### config.mk
export PLATFORM = sky130hd
export DESIGN_NAME = msb_first_bit_packer_unit_flat
export DESIGN_NICKNAME = d
export VERILOG_FILES = /design/src/rtl/core/mfbp_pkg.sv /design/src/rtl/core/mfbp_intf.sv /design/src/rtl/core/msb_first_bit_packer_unit.sv /design/src/rtl/core/mfbp_front.sv /design/src/rtl/core/mfbp_queue.sv /design/src/rtl/core/mfbp_back.sv /design/src/flat_wrapper.sv
export SDC_FILE = /design/constraint.sdc
export NUM_CORES = 1
export LEC_CHECK = 0
export BUFFER_PORTS_ARGS = -buffer_cell sky130_fd_sc_hd__buf_2
export CORE_MARGIN = 5
export CORE_UTILIZATION = 40
export CTS_BUF_LIST = sky130_fd_sc_hd__clkbuf_16
export CTS_CLUSTER_DIAMETER = 100
export DETAILED_ROUTE_END_ITERATION = 8
export PLACE_DENSITY = 0.62
export SYNTH_ARGS = -nofsm -noshare
export SYNTH_HDL_FRONTEND = slang
export SYNTH_SLANG_ARGS = --single-unit
### constraint.sdc
create_clock -name clk -period 6.6 [get_ports clk]
set_input_delay 1.32 -clock clk [delete_from_list [all_inputs] [get_ports clk]]
set_output_delay 1.32 -clock clk [all_outputs]
set_load 0.01 [all_outputs]
### src/rtl/core/mfbp_pkg.sv
package mfbp_pkg;

	localparam int unsigned BYTE_BITS  = 8;
	localparam int unsigned VALUE_BITS = 32;
	localparam int unsigned COUNT_BITS = 6;

	typedef logic [BYTE_BITS-1:0]  byte_t;
	typedef logic [VALUE_BITS-1:0] value_t;
	typedef logic [COUNT_BITS-1:0] count_t;

endpackage

### src/rtl/core/mfbp_intf.sv
interface mfbp_field_if;
	logic                valid;
	logic                ready;
	mfbp_pkg::value_t    field_value;
	mfbp_pkg::count_t    bit_count;
	logic                flush_after;

	modport source (output valid, output field_value, output bit_count, output flush_after,
		input ready);
	modport sink (input valid, input field_value, input bit_count, input flush_after,
		output ready);
endinterface

interface mfbp_byte_if;
	logic                valid;
	logic                ready;
	mfbp_pkg::byte_t     out_byte;
	logic                last_of_run;

	modport source (output valid, output out_byte, output last_of_run, input ready);
	modport sink (input valid, input out_byte, input last_of_run, output ready);
endinterface

### src/rtl/core/msb_first_bit_packer_unit.sv
// Packs fields of up to MAX_FIELD_BITS bits into a byte stream, first bit in bit 7 of
// each byte. The front aligns and queues an item in the cycle it is accepted, so up to
// two items wait while the back works; the back first loads an item and then works
// through the field one chunk per cycle, a chunk ending at a byte boundary or at the
// field's end, while the output is not stalled. There is a single output register,
// and a stalled output stalls only the back.
module msb_first_bit_packer_unit #(
	parameter int unsigned MAX_FIELD_BITS = 32
) (
	input  logic        clk,
	input  logic        arst_n,
	mfbp_field_if.sink  field_ch,
	mfbp_byte_if.source byte_ch
);
	import mfbp_pkg::*;

	localparam int unsigned CW = $clog2(MAX_FIELD_BITS + 1);
	localparam int unsigned DW = MAX_FIELD_BITS + CW + 1;

	logic          q_full;
	logic          push;
	logic [DW-1:0] push_data;
	logic          pop;
	logic          q_valid;
	logic [DW-1:0] q_data;

	mfbp_front #(.W(MAX_FIELD_BITS), .CW(CW), .DW(DW)) u_front (
		.fields    (field_ch),
		.q_full    (q_full),
		.push      (push),
		.push_data (push_data)
	);

	mfbp_queue #(.DW(DW)) u_queue (
		.clk       (clk),
		.arst_n    (arst_n),
		.push      (push),
		.push_data (push_data),
		.full      (q_full),
		.pop       (pop),
		.valid     (q_valid),
		.pop_data  (q_data)
	);

	mfbp_back #(.W(MAX_FIELD_BITS), .CW(CW), .DW(DW)) u_back (
		.clk     (clk),
		.arst_n  (arst_n),
		.q_valid (q_valid),
		.q_data  (q_data),
		.pop     (pop),
		.bytes   (byte_ch)
	);

endmodule

### src/rtl/core/mfbp_front.sv
module mfbp_front #(
	parameter int unsigned W  = 32,
	parameter int unsigned CW = 6,
	parameter int unsigned DW = W + CW + 1
) (
	mfbp_field_if.sink   fields,
	input  logic         q_full,
	output logic         push,
	output logic [DW-1:0] push_data
);
	import mfbp_pkg::*;

	localparam logic [6:0] W7 = 7'(W);

	logic [6:0]              bc_ext;
	logic [6:0]              sat;
	logic [6:0]              sh;
	logic [W+VALUE_BITS-1:0] ext;
	logic [W+VALUE_BITS-1:0] shifted;

	// Saturate the count and left-align the field so its first bit sits at the top.
	always_comb begin
		bc_ext  = {1'b0, fields.bit_count};
		sat     = (bc_ext > W7) ? W7 : bc_ext;
		sh      = W7 - sat;
		ext     = {{W{1'b0}}, fields.field_value};
		shifted = ext << sh;
	end

	assign fields.ready = !q_full;
	assign push         = fields.valid && !q_full;
	assign push_data    = {shifted[W-1:0], CW'(sat), fields.flush_after};

endmodule

### src/rtl/core/mfbp_queue.sv
module mfbp_queue #(
	parameter int unsigned DW = 39
) (
	input  logic          clk,
	input  logic          arst_n,
	input  logic          push,
	input  logic [DW-1:0] push_data,
	output logic          full,
	input  logic          pop,
	output logic          valid,
	output logic [DW-1:0] pop_data
);
	logic [DW-1:0] mem_q [2];
	logic          wr_q;
	logic          rd_q;
	logic [1:0]    cnt_q;

	always_ff @(posedge clk) begin
		if (push) begin
			mem_q[wr_q] <= push_data;
		end
	end

	always_ff @(posedge clk or negedge arst_n) begin
		if (!arst_n) begin
			wr_q  <= 1'b0;
			rd_q  <= 1'b0;
			cnt_q <= 2'd0;
		end else begin
			if (push) begin
				wr_q <= ~wr_q;
			end
			if (pop) begin
				rd_q <= ~rd_q;
			end
			cnt_q <= cnt_q + 2'(push) - 2'(pop);
		end
	end

	assign full     = cnt_q[1];
	assign valid    = cnt_q != 2'd0;
	assign pop_data = mem_q[rd_q];

endmodule

### src/rtl/core/mfbp_back.sv
module mfbp_back #(
	parameter int unsigned W  = 32,
	parameter int unsigned CW = 6,
	parameter int unsigned DW = W + CW + 1
) (
	input  logic          clk,
	input  logic          arst_n,
	input  logic          q_valid,
	input  logic [DW-1:0] q_data,
	output logic          pop,
	mfbp_byte_if.source   bytes
);
	import mfbp_pkg::*;

	localparam int unsigned XW = (CW > 4) ? CW : 4;

	logic          act_q;
	logic [W-1:0]  a_q;
	logic [CW-1:0] rem_q;
	logic          flush_q;
	byte_t         pbits_q;
	logic [2:0]    pcnt_q;
	logic          ov_q;
	byte_t         byte_q;
	logic          last_q;

	logic [3:0]    room;
	logic [XW-1:0] take_x;
	logic [3:0]    take;
	logic [W+7:0]  win;
	byte_t         merged;
	logic [3:0]    new_cnt;
	logic [CW-1:0] rem_next;
	logic          full;
	logic          emit;
	logic          can;
	logic          step;
	logic          last;

	always_comb begin
		room     = 4'(BYTE_BITS) - {1'b0, pcnt_q};
		take_x   = (XW'(rem_q) < XW'(room)) ? XW'(rem_q) : XW'(room);
		take     = take_x[3:0];
		win      = {a_q, 8'b0};
		merged   = pbits_q | (win[W+7:W] >> pcnt_q);
		new_cnt  = {1'b0, pcnt_q} + take;
		rem_next = rem_q - CW'(take);
		full     = new_cnt[3];
		// A partial byte only goes out when the field is used up and a flush was asked for.
		emit     = act_q && (full || (flush_q && new_cnt != 4'd0));
		can      = !ov_q || bytes.ready;
		step     = act_q && (!emit || can);
		// A short tail left without a flush stays pending, so this full byte is the last.
		last     = !full || (rem_next == '0) ||
			((XW'(rem_next) < XW'(BYTE_BITS)) && !flush_q);
	end

	assign pop = !act_q && q_valid;

	always_ff @(posedge clk) begin
		if (pop) begin
			a_q     <= q_data[DW-1 -: W];
			rem_q   <= q_data[CW:1];
			flush_q <= q_data[0];
		end else if (step) begin
			a_q     <= a_q << take;
			rem_q   <= rem_next;
		end
		if (can) begin
			byte_q <= merged;
			last_q <= last;
		end
	end

	always_ff @(posedge clk or negedge arst_n) begin
		if (!arst_n) begin
			act_q   <= 1'b0;
			pbits_q <= '0;
			pcnt_q  <= 3'd0;
			ov_q    <= 1'b0;
		end else begin
			if (pop) begin
				act_q <= 1'b1;
			end else if (step && rem_next == '0) begin
				act_q <= 1'b0;
			end
			if (step) begin
				if (emit) begin
					pbits_q <= '0;
					pcnt_q  <= 3'd0;
				end else begin
					pbits_q <= merged;
					pcnt_q  <= new_cnt[2:0];
				end
			end
			if (can) begin
				ov_q <= emit;
			end
		end
	end

	assign bytes.valid       = ov_q;
	assign bytes.out_byte    = byte_q;
	assign bytes.last_of_run = last_q;

endmodule

### src/flat_wrapper.sv
// flat-port wrapper written by rule: the top's interface ports become plain ports
module msb_first_bit_packer_unit_flat import mfbp_pkg::*;
#(
	parameter int unsigned MAX_FIELD_BITS = 32
)
  (clk, arst_n, field_ch_valid, field_ch_field_value, field_ch_bit_count, field_ch_flush_after, field_ch_ready, byte_ch_valid, byte_ch_out_byte, byte_ch_last_of_run, byte_ch_ready);
  mfbp_field_if field_ch_i ();
  mfbp_byte_if byte_ch_i ();
  input  logic clk;
  input  logic arst_n;
  input wire logic [$bits(field_ch_i.valid)-1:0] field_ch_valid;
  input wire logic [$bits(field_ch_i.field_value)-1:0] field_ch_field_value;
  input wire logic [$bits(field_ch_i.bit_count)-1:0] field_ch_bit_count;
  input wire logic [$bits(field_ch_i.flush_after)-1:0] field_ch_flush_after;
  output wire logic [$bits(field_ch_i.ready)-1:0] field_ch_ready;
  output wire logic [$bits(byte_ch_i.valid)-1:0] byte_ch_valid;
  output wire logic [$bits(byte_ch_i.out_byte)-1:0] byte_ch_out_byte;
  output wire logic [$bits(byte_ch_i.last_of_run)-1:0] byte_ch_last_of_run;
  input wire logic [$bits(byte_ch_i.ready)-1:0] byte_ch_ready;
  assign field_ch_i.valid = field_ch_valid;
  assign field_ch_i.field_value = field_ch_field_value;
  assign field_ch_i.bit_count = field_ch_bit_count;
  assign field_ch_i.flush_after = field_ch_flush_after;
  assign field_ch_ready = field_ch_i.ready;
  assign byte_ch_valid = byte_ch_i.valid;
  assign byte_ch_out_byte = byte_ch_i.out_byte;
  assign byte_ch_last_of_run = byte_ch_i.last_of_run;
  assign byte_ch_i.ready = byte_ch_ready;
  msb_first_bit_packer_unit #(.MAX_FIELD_BITS(MAX_FIELD_BITS)) u_core (.clk(clk), .arst_n(arst_n), .field_ch(field_ch_i), .byte_ch(byte_ch_i));
endmodule
==> results of run 1 <==
-- power groups by stage --
stage | clock network [mW] | logic (mW) | registers [mW]
after CTS | 0.954 | 2.60 | 1.62
after global routing | 1.00 | 2.89 | 1.65
after detailed placement | 0 | 2.59 | 1.64
after global placement | 0 | 2.60 | 1.64
after floorplan | 0 | 1.97 | 1.60
final | 0.934 | 2.62 | 1.62
-- per-layer routing --
| metal | vias up | wire [um] | part of all wire | global-route usage |
|---|---|---|---|---|
| li1 | 3160 | - | - | - |
| met1 | 3093 | 9519 | 0.46 | 0.2242 |
| met2 | 213 | 9931 | 0.48 | 0.2606 |
| met3 | 29 | 957 | 0.046 | 0.03184 |
| met4 | 0 | 301 | 0.015 | 0.05312 |
| met5 | - | 0 | 0 | 0 |
-- layout make-up --
class / instances / area (um2)
timing repair buffer: 70 / 405.4
clock buffer: 17 / 425.4
tap: 280 / 350.3
inverter: 18 / 67.56
fill: 2028 / 11900
multi-input combinational: 574 / 4362
sequential: 143 / 4210
clock inverter: 15 / 167.7
-- worst reg2reg max path: stages, from the launching register on --
cell and delay, ps:
sky130_fd_sc_hd__dfrtp_1 530, sky130_fd_sc_hd__clkinv_1 310, sky130_fd_sc_hd__ha_1 380, sky130_fd_sc_hd__inv_1 40, sky130_fd_sc_hd__ha_1 280, sky130_fd_sc_hd__a221o_1 360
sky130_fd_sc_hd__a21oi_4 230, sky130_fd_sc_hd__mux2i_4 260, sky130_fd_sc_hd__inv_1 100, sky130_fd_sc_hd__ha_1 220, sky130_fd_sc_hd__inv_1 80, sky130_fd_sc_hd__fa_1 430
sky130_fd_sc_hd__nand3b_1 100, sky130_fd_sc_hd__nand2_1 60, sky130_fd_sc_hd__and3_1 310, sky130_fd_sc_hd__o21ai_2 310, sky130_fd_sc_hd__nand2_1 580, sky130_fd_sc_hd__buf_12 400
-- cell usage in the layout (no fill, tap or decap), types with 23 or more instances in the layout --
cell,n
sky130_fd_sc_hd__nand2_1,60
sky130_fd_sc_hd__buf_2,53
sky130_fd_sc_hd__o21ai_0,37
sky130_fd_sc_hd__mux2i_1,70
sky130_fd_sc_hd__mux4_2,27
sky130_fd_sc_hd__a21oi_1,33
sky130_fd_sc_hd__nand3_1,23
sky130_fd_sc_hd__edfxtp_1,126
sky130_fd_sc_hd__a22oi_1,43
sky130_fd_sc_hd__nor2_1,62
-- cells by family (layout without fill, tap and decap cells) --
group           count (synthesis)  count (layout)  synth area share
compound gates                217             217            0.1706
xor+xnor                       15              15           0.01474
fa+ha+maj                      15              15           0.02275
buf+inv                        84             120           0.04016
flops                         143             143            0.4724
mux                           108             108            0.1630
simple gates                  219             219            0.1163
-- metrics by stage --
stage	cells	power, mW	setup slack [ps]	hold slack [ps]	utilization
2_1_floorplan	801	3.567	1322	461.5	-
3_3_place_gp	1085	4.231	1440	488.3	0.4292
3_5_place_dp	1085	4.235	1359	491.7	0.4292
4_1_cts	1117	5.181	1331	506.3	0.4563
5_1_grt	1117	5.540	985.4	537.4	0.4563
6_report	1117	5.174	1345	500.4	0.4563
-- state kept, by name, indices dropped and copies added, names as in the netlist --
name / flops
u_core.u_queue.wr_q: 1
u_core.u_back.pcnt_q: 3
u_core.u_back.bytes.out_byte: 8
u_core.u_queue.mem_q: 78
u_core.u_queue.cnt_q: 2
u_core.u_back.bytes.last_of_run: 1
u_core.u_queue.rd_q: 1
u_core.u_back.rem_q: 6
u_core.u_back.act_q: 1
u_core.u_back.pbits_q: 8
u_core.u_back.a_q: 32
u_core.u_back.bytes.valid: 1
u_core.u_back.flush_q: 1
-- worst max path at each step --
| stage | depth (start not counted) | slack [ps] | end | from |
|---|---|---|---|---|
| floorplan | 19 | 1320 | u_core.u_back.a_q[0]$_DFFE_PP_ | u_core.u_back.pcnt_q[1]$_DFFE_PN0P_ |
| global placement | 16 | 1440 | u_core.u_back.a_q[29]$_DFFE_PP_ | u_core.u_back.pcnt_q[1]$_DFFE_PN0P_ |
| detailed placement | 16 | 1360 | u_core.u_back.a_q[28]$_DFFE_PP_ | u_core.u_back.pcnt_q[1]$_DFFE_PN0P_ |
| CTS | 17 | 1330 | u_core.u_back.a_q[25]$_DFFE_PP_ | u_core.u_back.pcnt_q[1]$_DFFE_PN0P_ |
| global route | 17 | 990 | u_core.u_back.a_q[21]$_DFFE_PP_ | u_core.u_back.pcnt_q[1]$_DFFE_PN0P_ |
| finish | 17 | 1340 | u_core.u_back.a_q[16]$_DFFE_PP_ | u_core.u_back.pcnt_q[1]$_DFFE_PN0P_ |
==> reports/metrics.yaml, run 1 <==
run_status:
  run_status: "finished, final reports clean"
power:
  power_switching_share: 0.4214
  net-switching-power_mw: 2.181
  power.static_leakage_nw: 3.887
  worst_ir_drop_vdd_v: 0.0002240
  power.clock.fraction: 0.180
  internal_power_mw: 2.994
  power.share.combinational: 0.506
  power.sequential.fraction: 0.314
  areal_power_density_over_the_cells_nw_per_um2: 518.0
flow_run:
  drv_cap: 0
layout:
  drive_above_1_share: 0.1840
  antennaDiodeCount: 0
  design.final.nets: 882
  areaGrowthSynthToFinish_pct: 12.11
  fin_area_um2: 9988
setup_path:
  worst_r2r_start: "u_core.u_back.pcnt_q[1]$_DFFE_PN0P_"
  timing.critical_path.max_delay_family: "adder cells"
  r2r_cells: 17
  worst_ep_required_time_ps: 6780
  kind_of_capture_point_of_the_worst_setup_path: "flip-flop"
  rrSetupSlack_ps: 1340
  crit_fanout: 19
  path_cells: "clkinv_1, ha_1, inv_1, ha_1, a221o_1, a21oi_4, mux2i_4, inv_1, ha_1, inv_1, fa_1, nand3b_1, nand2_1, and3_1, o21ai_2, nand2_1, buf_12"
  critical_path.max_stage_delay_ps: 580
  crit_path_start_kind: "flip-flop"
  r2r_end: "u_core.u_back.a_q[16]$_DFFE_PP_"
  worst_ep_arrival_time_ps: 5430
  cp_slowest_cell: "sky130_fd_sc_hd__nand2_1"
  timing.setup.critical_path_class: "reg2reg"
  critical_path.n_buffers_inverters: 5
sta:
  worst_slew_margin_rel: 0.2915
  timing_hold_violations_final: 0
  finalMaxSlewViolations: 0
  finalSetupTns_ps: 0
  finalWorstPathRequiredPeriod_ps: 5255
  rsz_0062_raised_after_global_routing: "false"
  fmax_mhz: 190.3
  report.final.setup_viol: 0
  final_min_period_over_clock_period: 0.7963
  finalClockSkew_ps: 12.62
  timing_worst_slew_pin_value_ps: 1059
drt:
  route.vias.total: 6495
  vias_per_cell: 5.815
  final_antenna_net_count: 0
  routed_wire_length_per_instance_um: 18.54
  starting_drt_drc_count: 609
  routed_wirelength_um: 20710
  drt_pass1_iterations: 7
  remaining_design_rule_violation_count: 0
global_routing:
  global_route.overflow_total: 0
  grt_first_pass_wirelength_um: 34000
  antenna_found_initial: 0
  globalRouteTotalUtil: 0.1630
  first_global_vias: 6350
  maximum_number_of_pins_on_one_net_before_global_route_repair: 61
floorplan:
  num_io_pins: 54
  core_area_um2: 21890
  row_count: 54
  initial_utilization: 0.4070
  die_span_x_um: 159.2
  floorplan.die_area_um2: 25360
  floorplan.die.height_um: 159.2
yosys:
  synth_cell_type_count: 66
  post_synth_instance_area_um2: 8910
  synth.yosys.warnings: 0
  syn_inst: 801
  synthDominantCellAreaShare: 0.4247
  ys_async_sr_fraction: 0.1189
  synth.ff_latch_count: 143
  yosys.area.top_type: "sky130_fd_sc_hd__edfxtp_1"
  synth_area_per_cell_um2: 11.12
  number_of_flops_mapped_to_enable_cells_by_yosys: 126
  synth.top_cells.by_count: "sky130_fd_sc_hd__edfxtp_1 (126), sky130_fd_sc_hd__mux2i_1 (70), sky130_fd_sc_hd__nor2_1 (63), sky130_fd_sc_hd__nand2_1 (60), sky130_fd_sc_hd__a22oi_1 (43)"
  syn-num-nets: 859
  ys_dominant_reg_cell: "sky130_fd_sc_hd__edfxtp_1"
  synth_sequential_area_ratio: 0.4724
  synth.most_common_cell: "sky130_fd_sc_hd__edfxtp_1"
  ys_top_cells_by_area: "sky130_fd_sc_hd__edfxtp_1 (42%), sky130_fd_sc_hd__mux2i_1 (7.9%), sky130_fd_sc_hd__mux4_2 (6.8%)"
clock_network:
  clk_pin_slew_worst_paths_ps: 70
  cts-root-buf: "sky130_fd_sc_hd__clkbuf_16"
  postCtsSetupRepairBufs: 0
  post_cts_hold_buffer_count: 0
  cts_num_sinks: 143
  htree_num_levels: 4
  number_of_buffers_between_clock_root_and_the_deepest_sink: 2
  cts_resized: 0
  worst_skew_pair.late_latency_ps: 430
  tritoncts_clock_tree: "yes"
  numCtsBuffers: 17
worst_hold_path:
  hold_end: "u_core.u_queue.cnt_q[1]$_DFF_PN0_"
  hp-class: "reg2reg"
  min_path_cells: 1
  min_from: "u_core.u_queue.cnt_q[1]$_DFF_PN0_"
placed_design:
  detailed_place.area_um2: 9395
  place_hpwl_um: 15100
  gpl.final_weighted_congestion: 0.8866
  port-buffer-count: 53
Note: power is estimated with default switching activity, not from simulation.
==> run 2, diff against run 1 <==
PLACE_DENSITY = 0.64   (was 0.62)
clock period = 4.4 ns   (was 6.6 ns; I/O delays follow)
==> run 2 against run 1 <==
  * Maximum frequency is 28% higher
  * Worst hold slack worse by 130 ps
  * Cell count rose by 0.72%
  * Die area did not move
==> reports/metrics.yaml, run 2 (synthesized netlist as in run 1, its figures left out) <==
setup_path:
  r2r_cells: 16
  timing.setup.critical_path_class: "reg2reg"
  setup.worst_path.end: "u_core.u_back.a_q[19]$_DFFE_PP_"
  r2r_end: "u_core.u_back.a_q[19]$_DFFE_PP_"
  crit_fanout: 36
  worst_r2r_start: "u_core.u_back.pcnt_q[1]$_DFFE_PN0P_"
  crit_path_start_kind: "flip-flop"
  rrSetupSlack_ps: 290
  kind_of_capture_point_of_the_worst_setup_path: "flip-flop"
  setup.worst_path.start: "u_core.u_back.pcnt_q[1]$_DFFE_PN0P_"
  worst_ep_arrival_time_ps: 4200
  worst_ep_required_time_ps: 4490
sta:
  report.final.setup_viol: 0
  finalWorstPathRequiredPeriod_ps: 4107
  finalSetupTns_ps: 0
  timing_worst_slew_pin_value_ps: 1120
  final_min_period_over_clock_period: 0.9335
  timing_hold_violations_final: 0
  finalClockSkew_ps: 15.35
  rsz_0062_raised_after_global_routing: "false"
  finalMaxSlewViolations: 0
  fmax_mhz: 243.5
  worst_slew_margin_rel: 0.2516
  fin_hold_ws_ps: 367.9
drt:
  final_antenna_net_count: 0
  route.vias.total: 6678
  routed_wire_length_per_instance_um: 18.89
  routed_wirelength_um: 21260
  vias_per_cell: 5.936
  starting_drt_drc_count: 591
  drt_pass1_iterations: 6
  remaining_design_rule_violation_count: 0
floorplan:
  die_span_x_um: 159.2
  num_io_pins: 54
  row_count: 54
  initial_utilization: 0.4070
  core_area_um2: 21890
  floorplan.die_area_um2: 25360
  floorplan.die.height_um: 159.2
layout:
  layout.core_utilization: 0.4596
  design.final.nets: 890
  layout_commonest_cell: "sky130_fd_sc_hd__edfxtp_1"
  largest_register_ff_count: 78
  most-common-layout-cells: "sky130_fd_sc_hd__edfxtp_1 (126), sky130_fd_sc_hd__mux2i_1 (70), sky130_fd_sc_hd__nor2_1 (62)"
  max_flop_register: "u_core.u_queue.mem_q"
  antennaDiodeCount: 0
  layout_top_registers: "u_core.u_queue.mem_q (78), u_core.u_back.a_q (32)"
  drive_above_1_share: 0.1941
  seqCellArea_um2: 4210
  num-fill-cells: 2060
  multi_input_area_um2: 4385
  areaGrowthSynthToFinish_pct: 12.93
clock_network:
  post_cts_hold_buffer_count: 0
  postCtsSetupRepairBufs: 0
  cts_num_sinks: 143
  numCtsBuffers: 17
  worst_skew_pair.late_latency_ps: 430
  cts_resized: 0
  number_of_buffers_between_clock_root_and_the_deepest_sink: 2
  cts-root-buf: "sky130_fd_sc_hd__clkbuf_16"
  tritoncts_clock_tree: "yes"
  htree_num_levels: 4
  clk_pin_slew_worst_paths_ps: 70
global_routing:
  globalRouteTotalUtil: 0.1667
  maximum_number_of_pins_on_one_net_before_global_route_repair: 61
  first_global_vias: 6430
  grt_first_pass_wirelength_um: 34620
  antenna_found_initial: 0
  global_route.overflow_total: 0
run_status:
  run_status: "finished, final reports clean"
flow_run:
  drv_cap: 0
placed_design:
  gpl.final_weighted_congestion: 0.9138
  place_hpwl_um: 15670
  port-buffer-count: 53
power:
  power.static_leakage_nw: 3.930
  worst_ir_drop_vdd_v: 0.0003222
  areal_power_density_over_the_cells_nw_per_um2: 781.0
worst_hold_path:
  hp-class: "in2async"
[run 2: critical path, stage by stage (launching register included)]
cell,delay [ps]
sky130_fd_sc_hd__dfrtp_1,360
sky130_fd_sc_hd__clkinv_2,130
sky130_fd_sc_hd__ha_1,330
sky130_fd_sc_hd__inv_1,50
sky130_fd_sc_hd__ha_1,280
sky130_fd_sc_hd__a221o_1,330
sky130_fd_sc_hd__a21oi_4,240
sky130_fd_sc_hd__mux2i_4,260
sky130_fd_sc_hd__inv_1,100
sky130_fd_sc_hd__ha_1,220
sky130_fd_sc_hd__inv_1,80
sky130_fd_sc_hd__fa_1,440
sky130_fd_sc_hd__nand3b_1,110
sky130_fd_sc_hd__nand2_1,70
sky130_fd_sc_hd__and3_1,220
sky130_fd_sc_hd__o21ai_4,300
sky130_fd_sc_hd__nand2_8,230
[run 2: power breakdown]
group          total [mW]  leakage [nW]  internal, mW  switching [mW]
sequential           2.49          1.43          2.21           0.283
clock                1.42         0.290         0.762           0.653
combinational        3.95          2.21          1.57            2.38
[run 2: per-stage QoR]
| stage | std cells | area [um2] | setup slack (ps) | power (mW) |
|---|---|---|---|---|
| global placement | 1093 | 9468 | 403.0 | 6.382 |
| detailed placement | 1093 | 9468 | 342.6 | 6.420 |
| CTS | 1125 | 10060 | 292.8 | 7.844 |
| floorplan | 801 | 8949 | 6.664 | 5.377 |
| finish | 1125 | 10060 | 292.5 | 7.859 |
| global route | 1125 | 10060 | 25.07 | 8.372 |
[run 2: how the worst min path moves through the flow]
stage / startpoint / to / slack, ps / cells past startpoint
final: arst_n / u_core.u_back.pcnt_q[1]$_DFFE_PN0P_ / 370 / 1
after floorplan: u_core.u_queue.wr_q$_DFFE_PN0P_ / u_core.u_queue.wr_q$_DFFE_PN0P_ / 460 / 1
after global routing: arst_n / u_core.u_back.pbits_q[5]$_DFFE_PN0P_ / 400 / 1
after global placement: u_core.u_queue.cnt_q[1]$_DFF_PN0_ / u_core.u_queue.cnt_q[1]$_DFF_PN0_ / 480 / 1
after detailed placement: u_core.u_queue.cnt_q[0]$_DFF_PN0_ / u_core.u_queue.cnt_q[0]$_DFF_PN0_ / 490 / 1
after CTS: arst_n / u_core.u_back.pbits_q[5]$_DFFE_PN0P_ / 370 / 1
[run 2: metal layers]
layer / track usage / up-vias / part of all wire
li1: - / 3191 / -
met1: 0.2211 / 3224 / 0.44
met2: 0.2767 / 226 / 0.49
met3: 0.03391 / 37 / 0.052
met4: 0.05118 / 0 / 0.022
met5: 0 / - / 0
[run 2: layout make-up]
cell class | count | share of cell area
Clock buffer | 17 | 0.04228
Clock inverter | 15 | 0.01679
Inverter | 18 | 0.006839
Multi-Input combinational cell | 574 | 0.4358
Sequential cell | 143 | 0.4184
Tap cell | 280 | 0.03482
Timing Repair Buffer | 78 | 0.04501
==> run 3, diff against run 2 <==
--- a/config.mk
+++ b/config.mk
@@ -7,5 +7,5 @@
 export LEC_CHECK = 0
 export BUFFER_PORTS_ARGS = -buffer_cell sky130_fd_sc_hd__buf_2
-export CORE_MARGIN = 5
+export CORE_MARGIN = 2
 export CORE_UTILIZATION = 40
 export CTS_BUF_LIST = sky130_fd_sc_hd__clkbuf_16
==> constraint.sdc (replaced) <==
create_clock -name clk -period 4.4 [get_ports clk]
set_input_delay 0.44 -clock clk [delete_from_list [all_inputs] [get_ports clk]]
set_output_delay 0.44 -clock clk [all_outputs]
set_load 0.01 [all_outputs]
==> run 3 against run 2 <==
  * Flip-flop and latch count did not move
  * Sequential share of layout area fell by 0.21 points
  * Critical path depth is the same
  * Total power increased by 0.59%
  * First-iteration DRC count is 2.2% higher
  * Global-route usage increased by 1.3 points
  * Utilization rose by 0.37 points
  * Clock skew shrank 6.0 ps
  * Register-to-register slack worse by 90 ps
  * Routed wire length shrank 0.41%
  * Critical path type unchanged
  * Critical endpoint unchanged
==> reports/metrics.yaml, run 3 (synthesized netlist as in run 1, its figures left out) <==
drt:
  routed_wirelength_um: 21170
  route.top_layer_used: "met4"
  wl_met2_um: 10320
  routed_wire_length_per_instance_um: 18.75
  final_antenna_net_count: 0
  route.vias.total: 6696
  vias_per_cell: 5.931
  starting_drt_drc_count: 604
  remaining_design_rule_violation_count: 0
  drt_pass1_iterations: 5
  detailroute.wirelength.met3_um: 1094
  drt-met1-wl_um: 9295
layout:
  antennaDiodeCount: 0
  num-fill-cells: 2032
  most-common-layout-cells: "sky130_fd_sc_hd__edfxtp_1 (126), sky130_fd_sc_hd__mux2i_1 (70), sky130_fd_sc_hd__nor2_1 (62)"
  layout_top_registers: "u_core.u_queue.mem_q (78), u_core.u_back.a_q (32)"
  drive_above_1_share: 0.1967
  areaGrowthSynthToFinish_pct: 13.50
  largest_register_ff_count: 78
  design.final.nets: 894
  fin_area_um2: 10110
  max_flop_register: "u_core.u_queue.mem_q"
  layout_commonest_cell: "sky130_fd_sc_hd__edfxtp_1"
setup_path:
  crit_fanout: 18
  path_cells: "clkinv_2, ha_1, inv_1, ha_1, a221o_1, a21oi_4, mux2i_4, inv_1, ha_1, inv_1, fa_1, nand3b_1, nand2_1, and3_1, o21ai_4, nand2_8"
  cp_slowest_cell: "sky130_fd_sc_hd__fa_1"
  r2r_end: "u_core.u_back.a_q[19]$_DFFE_PP_"
  timing.critical_path.max_delay_family: "adder cells"
  worst_ep_required_time_ps: 4530
  kind_of_capture_point_of_the_worst_setup_path: "flip-flop"
  crit_path_start_kind: "flip-flop"
  worst_r2r_start: "u_core.u_back.pcnt_q[1]$_DFFE_PN0P_"
  critical_path.n_buffers_inverters: 4
  r2r_cells: 16
  worst_ep_arrival_time_ps: 4320
  critical_path.max_stage_delay_ps: 430
  timing.setup.critical_path_class: "reg2reg"
  rrSetupSlack_ps: 200
sta:
  finalMaxSlewViolations: 0
  rsz_0062_raised_after_global_routing: "false"
  finalSetupTns_ps: 0
  finalWorstPathRequiredPeriod_ps: 4197
  fin_hold_ws_ps: 206.7
  post-route-worst-setup-slack_ps: 203.2
  final_min_period_over_clock_period: 0.9538
  timing_hold_violations_final: 0
  fmax_mhz: 238.3
  worst_slew_margin_rel: 0.2345
  finalClockSkew_ps: 9.380
  report.final.setup_viol: 0
  timing_worst_slew_pin_value_ps: 1146
placed_design:
  gpl.final_weighted_congestion: 0.8248
  place_hpwl_um: 15220
  detailed_place.area_um2: 9475
  port-buffer-count: 53
  dp_slack_ps: 275.5
global_routing:
  grt_first_pass_wirelength_um: 33900
  globalRouteTotalUtil: 0.1798
  antenna_found_initial: 0
  maximum_number_of_pins_on_one_net_before_global_route_repair: 61
  first_global_vias: 6279
  global_route.overflow_total: 0
floorplan:
  floorplan.die_area_um2: 23480
  die_span_x_um: 153.2
  initial_utilization: 0.4083
  row_count: 54
  core_area_um2: 21820
  num_io_pins: 54
  floorplan.die.height_um: 153.2
clock_network:
  htree_num_levels: 4
  number_of_buffers_between_clock_root_and_the_deepest_sink: 2
  cts-root-buf: "sky130_fd_sc_hd__clkbuf_16"
  worst_skew_pair.late_latency_ps: 430
  cts_num_sinks: 143
  tritoncts_clock_tree: "yes"
  numCtsBuffers: 17
  clk_pin_slew_worst_paths_ps: 70
worst_hold_path:
  min_path_cells: 1
  hp-class: "in2reg"
  min_from: "field_ch_flush_after"
  hold_end: "u_core.u_queue.mem_q[0][0]$_DFFE_PP_"
power:
  finalPower_mw: 7.905
  areal_power_density_over_the_cells_nw_per_um2: 781.7
  worst_ir_drop_vdd_v: 0.0003278
  power.static_leakage_nw: 3.943
run_status:
  run_status: "finished, final reports clean"
flow_run:
  drv_cap: 0
-- run 3: metrics by stage --
step	cells	util
finish	1129	0.4634
global route	1129	0.4634
CTS	1127	0.4621
detailed placement	1094	0.4342
global placement	1094	0.4342
floorplan	801	-
-- run 3: final cells by class --
type,instances,area (um2),area share
well taps,280,350.3,0.03464
repair buffers,81,478.0,0.04727
inverters,18,68.82,0.006805
clock buffers,17,425.4,0.04207
multi-input cells,575,4405,0.4357
flip-flops and latches,143,4210,0.4164
clock inverters,15,173.9,0.01720
-- run 3: worst max path at each step --
stage | cells after the start | endpoint | start | slack, ps
after floorplan | 19 | u_core.u_back.a_q[0]$_DFFE_PP_ | u_core.u_back.pcnt_q[0]$_DFFE_PN0P_ | 7
after global placement | 16 | u_core.u_back.a_q[5]$_DFFE_PP_ | u_core.u_back.pcnt_q[1]$_DFFE_PN0P_ | 380
after detailed placement | 16 | u_core.u_back.a_q[7]$_DFFE_PP_ | u_core.u_back.pcnt_q[1]$_DFFE_PN0P_ | 280
after CTS | 16 | u_core.u_back.a_q[15]$_DFFE_PP_ | u_core.u_back.pcnt_q[1]$_DFFE_PN0P_ | 190
after global routing | 16 | u_core.u_back.a_q[15]$_DFFE_PP_ | u_core.u_back.pcnt_q[1]$_DFFE_PN0P_ | 1
final | 16 | u_core.u_back.a_q[19]$_DFFE_PP_ | u_core.u_back.pcnt_q[1]$_DFFE_PN0P_ | 200
-- run 3: power by group --
part	switching [mW]	internal (mW)	leakage, nW	total, mW
logic	2.39	1.58	2.23	3.97
registers	0.287	2.21	1.43	2.49
clock network	0.633	0.807	0.283	1.44
total	3.31	4.60	3.94	7.90
-- run 3: repair_timing --
item                       CTS  global route
setup buffers                0             1
hold endpoints to repair    17             0
resized for setup            0             1
hold buffers                 1             0
setup endpoints to repair    0            36
-- run 3: per-layer routing --
metal,track usage,vias up
met5,0,-
met4,0.06041,0
met3,0.03090,32
met2,0.2991,225
met1,0.2389,3261
li1,-,3178
